[src/design/mvd_pkg.sv]
// Shared constants, types and structs for the mesh vertex deduplicator.
// No dependencies; imported by every other design file but mvd_ram.
`default_nettype none

package mvd_pkg;

    // Table sizing
    localparam int TABLE_SLOTS = 4096;
    localparam int MAX_UNIQUE  = 4096;

    localparam int SLOT_W   = $clog2(TABLE_SLOTS);
    localparam int IDX_W    = $clog2(MAX_UNIQUE);
    localparam int CNT_W    = $clog2(MAX_UNIQUE + 1);
    localparam int VINDEX_W = 12;
    localparam bit SLOTS_POW2 = ((TABLE_SLOTS & (TABLE_SLOTS - 1)) == 0);

    // Vertex key: px py pz nx ny nz u v, element 0 is px
    localparam int NCOMP  = 8;
    localparam int COMP_W = 32;
    localparam int KEY_W  = NCOMP * COMP_W;
    localparam int CIDX_W = $clog2(NCOMP);

    localparam logic [COMP_W-1:0] NEG_ZERO = 32'h8000_0000;

    // Hash
    localparam int HASH_W     = 64;
    localparam int HASH_SHIFT = 29;
    localparam logic [HASH_W-1:0] HASH_SEED = 64'h243F_6A88_85A3_08D3;
    localparam logic [HASH_W-1:0] HASH_MUL  = 64'h9E37_79B9_7F4A_7C15;
    localparam logic [31:0] MUL_LO = HASH_MUL[31:0];
    localparam logic [31:0] MUL_HI = HASH_MUL[63:32];
    localparam int MOD_CNT_W = $clog2(HASH_W);

    // Epoch marks: zero never matches a live mesh
    localparam int EPOCH_W = 8;
    localparam logic [EPOCH_W-1:0] EPOCH_FIRST = EPOCH_W'(1);
    localparam logic [EPOCH_W-1:0] EPOCH_MAX   = {EPOCH_W{1'b1}};

    localparam int META_W = EPOCH_W + IDX_W;

    typedef logic [NCOMP-1:0][COMP_W-1:0] comp_vec_t;

    typedef struct packed {
        logic [EPOCH_W-1:0] epoch;
        logic [IDX_W-1:0]   idx;
    } mvd_meta_t;

    typedef struct packed {
        comp_vec_t         key;
        logic [SLOT_W-1:0] home;
        logic              new_mesh;
    } mvd_lookup_t;

    typedef struct packed {
        logic [VINDEX_W-1:0] vtx_index;
        logic                is_new;
        logic                table_full;
    } mvd_result_t;

    typedef struct packed {
        logic ready;
        logic done;
    } mvd_tbl_status_t;

endpackage

`default_nettype wire

[src/design/mvd_hash.sv]
// Iterative vertex hash and home-slot reduction.
// Depends on mvd_pkg. One shared 32x32 multiplier, three passes per component.
`default_nettype none

module mvd_hash
    import mvd_pkg::*;
(
    input  wire logic              clk,
    input  wire logic              rst_n,
    input  wire logic              start,
    input  wire comp_vec_t         comps,
    output logic                   done,
    output logic [SLOT_W-1:0]      home
);

    typedef enum logic [4:0] {
        H_IDLE = 5'b00001,
        H_MUL0 = 5'b00010,
        H_MUL1 = 5'b00100,
        H_MUL2 = 5'b01000,
        H_MOD  = 5'b10000
    } hash_state_t;

    hash_state_t state_reg, state_next;
    logic [CIDX_W-1:0]    idx_reg, idx_next;
    logic [MOD_CNT_W-1:0] cnt_reg, cnt_next;
    logic                 done_reg, done_next;
    logic [HASH_W-1:0]    h_reg, h_next;
    logic [HASH_W-1:0]    x_reg, x_next;
    logic [HASH_W-1:0]    acc_reg, acc_next;
    logic [SLOT_W-1:0]    rem_reg, rem_next;

    logic [31:0]       mul_a, mul_b;
    logic [63:0]       prod;
    logic [HASH_W-1:0] x_mix, sum, h_mixed;
    logic [SLOT_W:0]   trial, trial_red;

    assign prod    = mul_a * mul_b;
    assign x_mix   = h_reg ^ {32'b0, comps[idx_reg]};
    assign sum     = acc_reg + {prod[31:0], 32'b0};
    assign h_mixed = sum ^ (sum >> HASH_SHIFT);
    assign trial   = {rem_reg, h_reg[HASH_W-1]};

    always_comb
    begin
        if (trial >= (SLOT_W + 1)'(TABLE_SLOTS))
        begin
            trial_red = trial - (SLOT_W + 1)'(TABLE_SLOTS);
        end
        else
        begin
            trial_red = trial;
        end
    end

    always_comb
    begin
        state_next = state_reg;
        idx_next   = idx_reg;
        cnt_next   = cnt_reg;
        done_next  = 1'b0;
        h_next     = h_reg;
        x_next     = x_reg;
        acc_next   = acc_reg;
        rem_next   = rem_reg;
        mul_a      = '0;
        mul_b      = '0;
        case (state_reg)
            H_IDLE:
            begin
                if (start)
                begin
                    h_next     = HASH_SEED;
                    idx_next   = '0;
                    state_next = H_MUL0;
                end
            end
            H_MUL0:
            begin
                mul_a      = x_mix[31:0];
                mul_b      = MUL_LO;
                x_next     = x_mix;
                acc_next   = prod;
                state_next = H_MUL1;
            end
            H_MUL1:
            begin
                mul_a      = x_reg[31:0];
                mul_b      = MUL_HI;
                acc_next   = sum;
                state_next = H_MUL2;
            end
            H_MUL2:
            begin
                mul_a  = x_reg[63:32];
                mul_b  = MUL_LO;
                h_next = h_mixed;
                if (idx_reg == CIDX_W'(NCOMP - 1))
                begin
                    if (SLOTS_POW2)
                    begin
                        rem_next   = h_mixed[SLOT_W-1:0];
                        done_next  = 1'b1;
                        state_next = H_IDLE;
                    end
                    else
                    begin
                        rem_next   = '0;
                        cnt_next   = '0;
                        state_next = H_MOD;
                    end
                end
                else
                begin
                    idx_next   = idx_reg + 1'b1;
                    state_next = H_MUL0;
                end
            end
            H_MOD:
            begin
                // restoring reduction, one hash bit per cycle, MSB first
                rem_next = trial_red[SLOT_W-1:0];
                h_next   = h_reg << 1;
                cnt_next = cnt_reg + 1'b1;
                if (cnt_reg == MOD_CNT_W'(HASH_W - 1))
                begin
                    done_next  = 1'b1;
                    state_next = H_IDLE;
                end
            end
            default:
            begin
                state_next = H_IDLE;
            end
        endcase
    end

    always_ff @(posedge clk or negedge rst_n)
    begin
        if (!rst_n)
        begin
            state_reg <= H_IDLE;
            idx_reg   <= '0;
            cnt_reg   <= '0;
            done_reg  <= 1'b0;
        end
        else
        begin
            state_reg <= state_next;
            idx_reg   <= idx_next;
            cnt_reg   <= cnt_next;
            done_reg  <= done_next;
        end
    end

    always_ff @(posedge clk)
    begin
        h_reg   <= h_next;
        x_reg   <= x_next;
        acc_reg <= acc_next;
        rem_reg <= rem_next;
    end

    assign done = done_reg;
    assign home = rem_reg;

endmodule

`default_nettype wire

[config.mk]
export PLATFORM = sky130hd
export DESIGN_NAME = mvd_hash
export DESIGN_NICKNAME = d
export VERILOG_FILES = /design/src/design/mvd_pkg.sv /design/src/design/mvd_hash.sv
export SDC_FILE = /design/constraint.sdc
export NUM_CORES = 2
export LEC_CHECK = 0
export BUFFER_PORTS_ARGS = -buffer_cell sky130_fd_sc_hd__buf_2
export CELL_PAD_IN_SITES_DETAIL_PLACEMENT = 1
export CELL_PAD_IN_SITES_GLOBAL_PLACEMENT = 1
export CORE_MARGIN = 3
export CORE_UTILIZATION = 46
export DETAILED_ROUTE_END_ITERATION = 10
export PLACE_DENSITY_LB_ADDON = 0.1
export SYNTH_ARGS = -nofsm -noshare
export SYNTH_HDL_FRONTEND = slang
export SYNTH_SLANG_ARGS = --single-unit
[constraint.sdc]
create_clock -name clk -period 10.3 [get_ports clk]
set_input_delay 2.06 -clock clk [delete_from_list [all_inputs] [get_ports clk]]
set_output_delay 2.06 -clock clk [all_outputs]
set_load 0.01 [all_outputs]
After elaboration in Yosys (flattened, before gate mapping)
Cells that the tools add are included.

Register bits: 219. Input port bits: 259. Output and inout port bits: 13. Logic and storage cells: 57.

Add/subtract/negate cells: 4. Multiply operators: 1. Order comparisons: 2. Equal/unequal tests: 11. Muxes and demuxes: 20. Bitwise operators: 2. Reduce and logical (&&, ||, !) cells: 9.

Operators by type and width (count): $pmux W64 S3 (1); $pmux W64 S2 (1); $bmux W32 S3 (1); $pmux W32 S3 (1); $add A64 B64 Y64 (1); $mul A32 B32 Y64 (1); $mux W64 (1); $pmux W32 S2 (1); $xor A64 B32 Y64 (1); $xor A64 B35 Y64 (1); $mux W32 (1); $pmux W5 S5 (1); $mux W12 (2); $pmux W12 S2 (1); $ge A13 B13 Y1 const B (1); $sub A12 B1 Y12 const B (1); $mux W5 (2); $ne A2 B2 Y1 const B (4); $add A6 B1 Y6 const B (1); $eq A6 B6 Y1 const B (1); $mux W3 (2); $pmux W3 S2 (1); $reduce_and A2 Y1 (3); $reduce_bool A2 Y1 (3); 14 further kinds (15).

Logic depth before layout (Yosys ltp)
Depth after elaboration: 9. Mapped depth: 41.

Worst setup path before layout
OpenSTA, ideal clock, no wires.

Path type: in2reg. From: in comps[238] (netlist bit). To: reg h_reg[33], data pin. Setup time: 0.266 ns. Arrival time: 10.874 ns. Path slack: -0.840 ns. Stages on the path: 37. Buffers on the path: 0. Cell sequence: mux4_2 mux2i_1 xnor2_1 a221oi_1 inv_1 nand2_1 inv_1 fa_1 ha_1 fa_1 inv_1 fa_1 inv_1 fa_1 inv_1 fa_1 inv_1 fa_1 fa_1 ha_1 nand2_1 nor2_1 a21oi_1 nand2_1 a31o_2 a31oi_1 o21bai_1 a21oi_1 xnor2_1 ha_1 nor2b_1 o21a_1 or4_1 o22ai_1 xor2_1 xnor2_1 nor2_1.

Longest elaborated chain between the ends: 8.

RTL lines: from (decl) (RTL line mvd_hash.sv:11) `input wire comp_vec_t comps,`; $bmux W32 S3 (RTL line mvd_hash.sv:39) `assign x_mix = h_reg ^ {32'b0, comps[idx_reg]};`; $mux W32 (implied by the code) (RTL line mvd_hash.sv:39); $xor A64 B32 Y64 (RTL line mvd_hash.sv:39); via x_mix[14] (RTL line mvd_hash.sv:35) `logic [HASH_W-1:0] x_mix, sum, h_mixed;`; $pmux W32 S3 (RTL line mvd_hash.sv:68) `case (state_reg)`; $mul A32 B32 Y64 (RTL line mvd_hash.sv:38) `assign prod = mul_a * mul_b;`; $add A64 B64 Y64 (RTL line mvd_hash.sv:40) `assign sum = acc_reg + {prod[31:0], 32'b0};`; $xor A64 B35 Y64 (RTL line mvd_hash.sv:41) `assign h_mixed = sum ^ (sum >> HASH_SHIFT);`; $pmux W64 S3 (RTL line mvd_hash.sv:68); to (signal assigned) (RTL line mvd_hash.sv:158) `h_reg <= h_next;`; to (decl) (RTL line mvd_hash.sv:28) `logic [HASH_W-1:0] h_reg, h_next;`.

The timed path passes the listed nets, and every way through them passes these cells. The select of a mux whose other input is x is not followed. A chain may end at the register's enable or synchronous reset.

Worst setup path in the final report
From: in comps[230] (netlist bit). To: reg h_reg[34], data pin.

The elaborated chain is that of the path after synthesis.

==> metrics.md <==
| Metric | Value |
|---|---|
| Cell row count | `just over 100` |
| I/O pin total | `about 270` |
| Final wirelength | `156000 µm` |
| Worst hold endpoint | `x_reg[57]` |
| Buffers from clock root to sink, at most | `3` |
| Cell at the slowest stage of the critical path | `sky130_fd_sc_hd__fa_1` |
| Synthesized instance count | `3236` |
| GPL Wtd Cong | `0.986` |
| Register bit count reported by yosys | `212` |
| Critical path's largest stage delay | `0.56 ns` |
| Failing checks | `negative setup slack` |
| Highest attainable clock frequency | `approximately 0.09 GHz` |
| Clock latency reported for the late side of the worst-skew pair | `0.56 ns` |
| Residual overflow from global routing | `0` |
| Number of detailed-routing iterations run before antenna repair | `7` |
| Post-Route Setup TNS | `-14.78 ns` |
| TritonCTS buffer count | `23` |
| Number of nets in the layout | `5580` |
| Post-CTS Hold Fix Bufs | `0` |
| Worst hold path stage count | `0` |
| Post-DP Area | `between 40000 and 50000 µm²` |
| Yosys top cell by area | `sky130_fd_sc_hd__fa_1` |
| Worst Setup Slack, final | `-0.636 ns` |
| Unrepaired setup endpoints after global routing | `true` |
| Clk Tree Root Cell | `sky130_fd_sc_hd__clkbuf_16` |
| Largest net degree at the start of global routing | `65` |
| Initial DRC count | `2262` |
| Final HPWL DP | `132000 µm` |
| Count of buffer and inverter cells on the critical path | `15` |
| Endpoint type of the worst setup path | `register` |
| Final ANT Viol Nets | `0` |
| Worst slew pin tran | `1.14 ns` |
| Synthesized net count | `about 4600` |
| Die height | `289 µm` |
| Area growth from synthesis to final layout | `31.6%` |
| Overall die area | `83400 µm²` |
| Post-layout minimum cycle time | `10.94 ns` |
| Via density per instance | `5.61` |
| Async set-or-reset flop fraction in the synthesized netlist | `0.0377` |
| Reg-to-Reg Start | `state_reg[1]` |
| Clock-pin slew of the registers on the worst-case setup and hold paths | `0.06 ns` |
| Final cell area excluding filler cells | `roughly 48000 µm²` |
| Clock skew | `0.0197 ns` |
| Worst min path class | `register to register` |
| Reg2reg end | `acc_reg[63]` |
| Synthesis warning total | `0` |
| Arrival time at the worst endpoint | `about 11 ns` |
| Worst slew margin relative to its limit | `0.232` |
| Crit Path Max Fanout | `6` |
| DRC | `0` |
| Outcome | `complete, but fails checks` |
| Cell family with most CP delay | `adder cells` |
| Category of the worst setup path launch point | `input pin` |
| Worst hold-check slack | `0.421 ns` |
| TritonCTS clock tree | `yes` |
| Number of different library cells in the post-synthesis netlist | `73` |
| Final clock period utilization by the worst path | `1.06` |
| Global Route Usage Sum | `0.371` |
| Final-report max-slew violation count | `0` |
| H-tree lvl count | `1` |
| Slack of the worst reg-to-reg path | `-0.03 ns` |
| Sink count of the clock tree | `roughly 210` |
| Number of input and output port buffers inserted | `roughly 270` |
| Post-placement worst setup slack | `-1.79 ns` |
| Post-synth top flop | `sky130_fd_sc_hd__edfxtp_1` |
| Share of post-route cells with drive strength above 1 | `0.361` |
| Count of max-cap constraint violations | `0` |
| Leading post-synthesis cells by cell area | `sky130_fd_sc_hd__fa_1, sky130_fd_sc_hd__edfxtp_1, sky130_fd_sc_hd__ha_1` |
| Synth Cell Area | `36800 µm²` |
| Post-DR wirelength/cell | `29.8 µm` |
| Register-to-Register Path Depth | `35` |
| Antenna violations before repair | `12` |
| Avg Inst Size Synth | `11.4 µm²` |
| Sequential area share after synthesis | `0.172` |
| Type of the setup path with the least slack | `input pin to register` |
| Post-synth EDFFs | `204` |
| Final hold violation count | `0` |
| Via Count | `around 29000` |
| Setup violation total in the final timing report | `47` |
| Fraction of synthesized cell area taken by the top area cell type | `0.386` |
| Startpoint of the worst hold path | `h_reg[57]` |
| CP Data Required Time | `10.69 ns` |
| Initial Util | `0.465` |
| Global-route wire length before repair | `223000 µm` |
| Number of global-route vias before repair | `~33000` |
| Die X-Extent | `289 µm` |
| Area of the core region | `79100 µm²` |
-- per-stage QoR --
stage,cells,utilization
floorplan,3236,-
global placement,5131,0.562
detailed placement,5131,0.562
CTS,5205,0.593
global route,5245,0.612
finish,5251,0.612
-- final cells by class --
class                      count  area [µm²]
fill                        8288       30700
timing repair buffer         989        7200
sequential                   212        6330
antenna                        7        17.5
multi-input combinational   2164       29800
clock inverter                17         204
inverter                     787        2970
clock buffer                  25         583
tap                         1050        1310
-- kinds of logic (layout without fill, tap and decap cells) --
group	count (synthesis)	in the layout	share of synthesized area
other	0	7	0
AOI/OAI and AO/OA	352	352	0.0640
xor gates and xnor gates	155	155	0.0369
muxes	103	103	0.0498
adders and majority gates	1144	1144	0.534
DFF	212	212	0.172
buffers and inverters	860	1818	0.0883
and+or+nand+nor	410	410	0.0552
-- Yosys cell counts (5+ instances only) --
master                     count
sky130_fd_sc_hd__a211o_1       5
sky130_fd_sc_hd__a211oi_1      6
sky130_fd_sc_hd__a21boi_0      7
sky130_fd_sc_hd__a21o_1       48
sky130_fd_sc_hd__a21oi_1     110
sky130_fd_sc_hd__a221o_1       9
sky130_fd_sc_hd__a221oi_1     13
sky130_fd_sc_hd__a22o_1        6
sky130_fd_sc_hd__a22oi_1      10
sky130_fd_sc_hd__a311oi_1      6
sky130_fd_sc_hd__a31oi_1      14
sky130_fd_sc_hd__and2_1       76
sky130_fd_sc_hd__and3_1       15
sky130_fd_sc_hd__buf_2        13
sky130_fd_sc_hd__clkbuf_1     55
sky130_fd_sc_hd__dfrtp_1       7
sky130_fd_sc_hd__edfxtp_1    204
sky130_fd_sc_hd__fa_1        709
sky130_fd_sc_hd__ha_1        435
sky130_fd_sc_hd__inv_1       787
sky130_fd_sc_hd__mux2i_1      38
sky130_fd_sc_hd__mux4_2       64
sky130_fd_sc_hd__nand2_1     118
sky130_fd_sc_hd__nand2b_1     18
sky130_fd_sc_hd__nand3_1      22
sky130_fd_sc_hd__nand4_1      12
sky130_fd_sc_hd__nor2_1       92
sky130_fd_sc_hd__nor2b_1      10
sky130_fd_sc_hd__nor3_1       12
sky130_fd_sc_hd__nor4_1        6
sky130_fd_sc_hd__o211ai_1      6
sky130_fd_sc_hd__o21a_1        6
sky130_fd_sc_hd__o21ai_0      33
sky130_fd_sc_hd__o21ai_1      20
sky130_fd_sc_hd__o21bai_1     14
sky130_fd_sc_hd__o31ai_1       6
sky130_fd_sc_hd__or2_2         9
sky130_fd_sc_hd__or3_1         5
sky130_fd_sc_hd__xnor2_1     106
sky130_fd_sc_hd__xor2_1       49
-- what timing repair did --
item                                   CTS  global route
buffers inserted                        36            45
pin swaps                              100           139
endpoints found under the hold margin    0             0
setup endpoints to repair               67            59
cloned                                   0             0
resized for setup                      273           242
-- worst max-delay path by stage --
stage                     from  depth (start not counted)           to
finish              comps[230]                         42    h_reg[34]
global route        comps[229]                         40    h_reg[34]
CTS                 comps[230]                         42    h_reg[34]
detailed placement  comps[230]                         42    h_reg[34]
global placement    comps[230]                         42  acc_reg[63]
floorplan           comps[237]                         35    h_reg[33]
-- worst register-to-register path: cells and delay by family, from the launching register on --
family | cells | cell delay, ns
adder cells (fa/ha/maj) | 9 | 4.36
XOR/XNOR | 1 | 0.25
flip-flops | 1 | 0.45
multiplexers | 1 | 0.12
AO/OA/AOI/OAI | 8 | 1.61
AND/OR/NAND/NOR | 4 | 1.19
buffers and inverters | 12 | 2.10
-- placed cells by master, fill, tap and decap left out, types with 31 or more instances in the layout --
cell type	netlist	layout
sky130_fd_sc_hd__a21o_1	48	47
sky130_fd_sc_hd__a21oi_1	110	72
sky130_fd_sc_hd__and2_1	76	69
sky130_fd_sc_hd__buf_2	13	258
sky130_fd_sc_hd__buf_4	1	657
sky130_fd_sc_hd__buf_6	0	57
sky130_fd_sc_hd__edfxtp_1	204	204
sky130_fd_sc_hd__fa_1	709	664
sky130_fd_sc_hd__fa_2	0	45
sky130_fd_sc_hd__ha_1	435	399
sky130_fd_sc_hd__ha_4	0	34
sky130_fd_sc_hd__inv_1	787	739
sky130_fd_sc_hd__inv_2	0	44
sky130_fd_sc_hd__mux4_2	64	64
sky130_fd_sc_hd__nand2_1	118	95
sky130_fd_sc_hd__nor2_1	92	70
sky130_fd_sc_hd__xnor2_1	106	63
sky130_fd_sc_hd__xnor2_2	0	31
sky130_fd_sc_hd__xor2_1	49	33
-- layer usage --
metal / routed length, µm / up-vias / global-route usage / share of wire
met1: 62300 / 15666 / 0.494 / 0.40
met3: 10400 / 358 / 0.0659 / 0.066
met4: 7970 / 12 / 0.138 / 0.051
met2: 75700 / 1121 / 0.610 / 0.48
met5: 76 / - / 0 / 0.00049
li1: - / 12300 / - / -
Power is not shown: default switching activity piles up to over one toggle a cycle in this logic, so the estimate is an artifact.
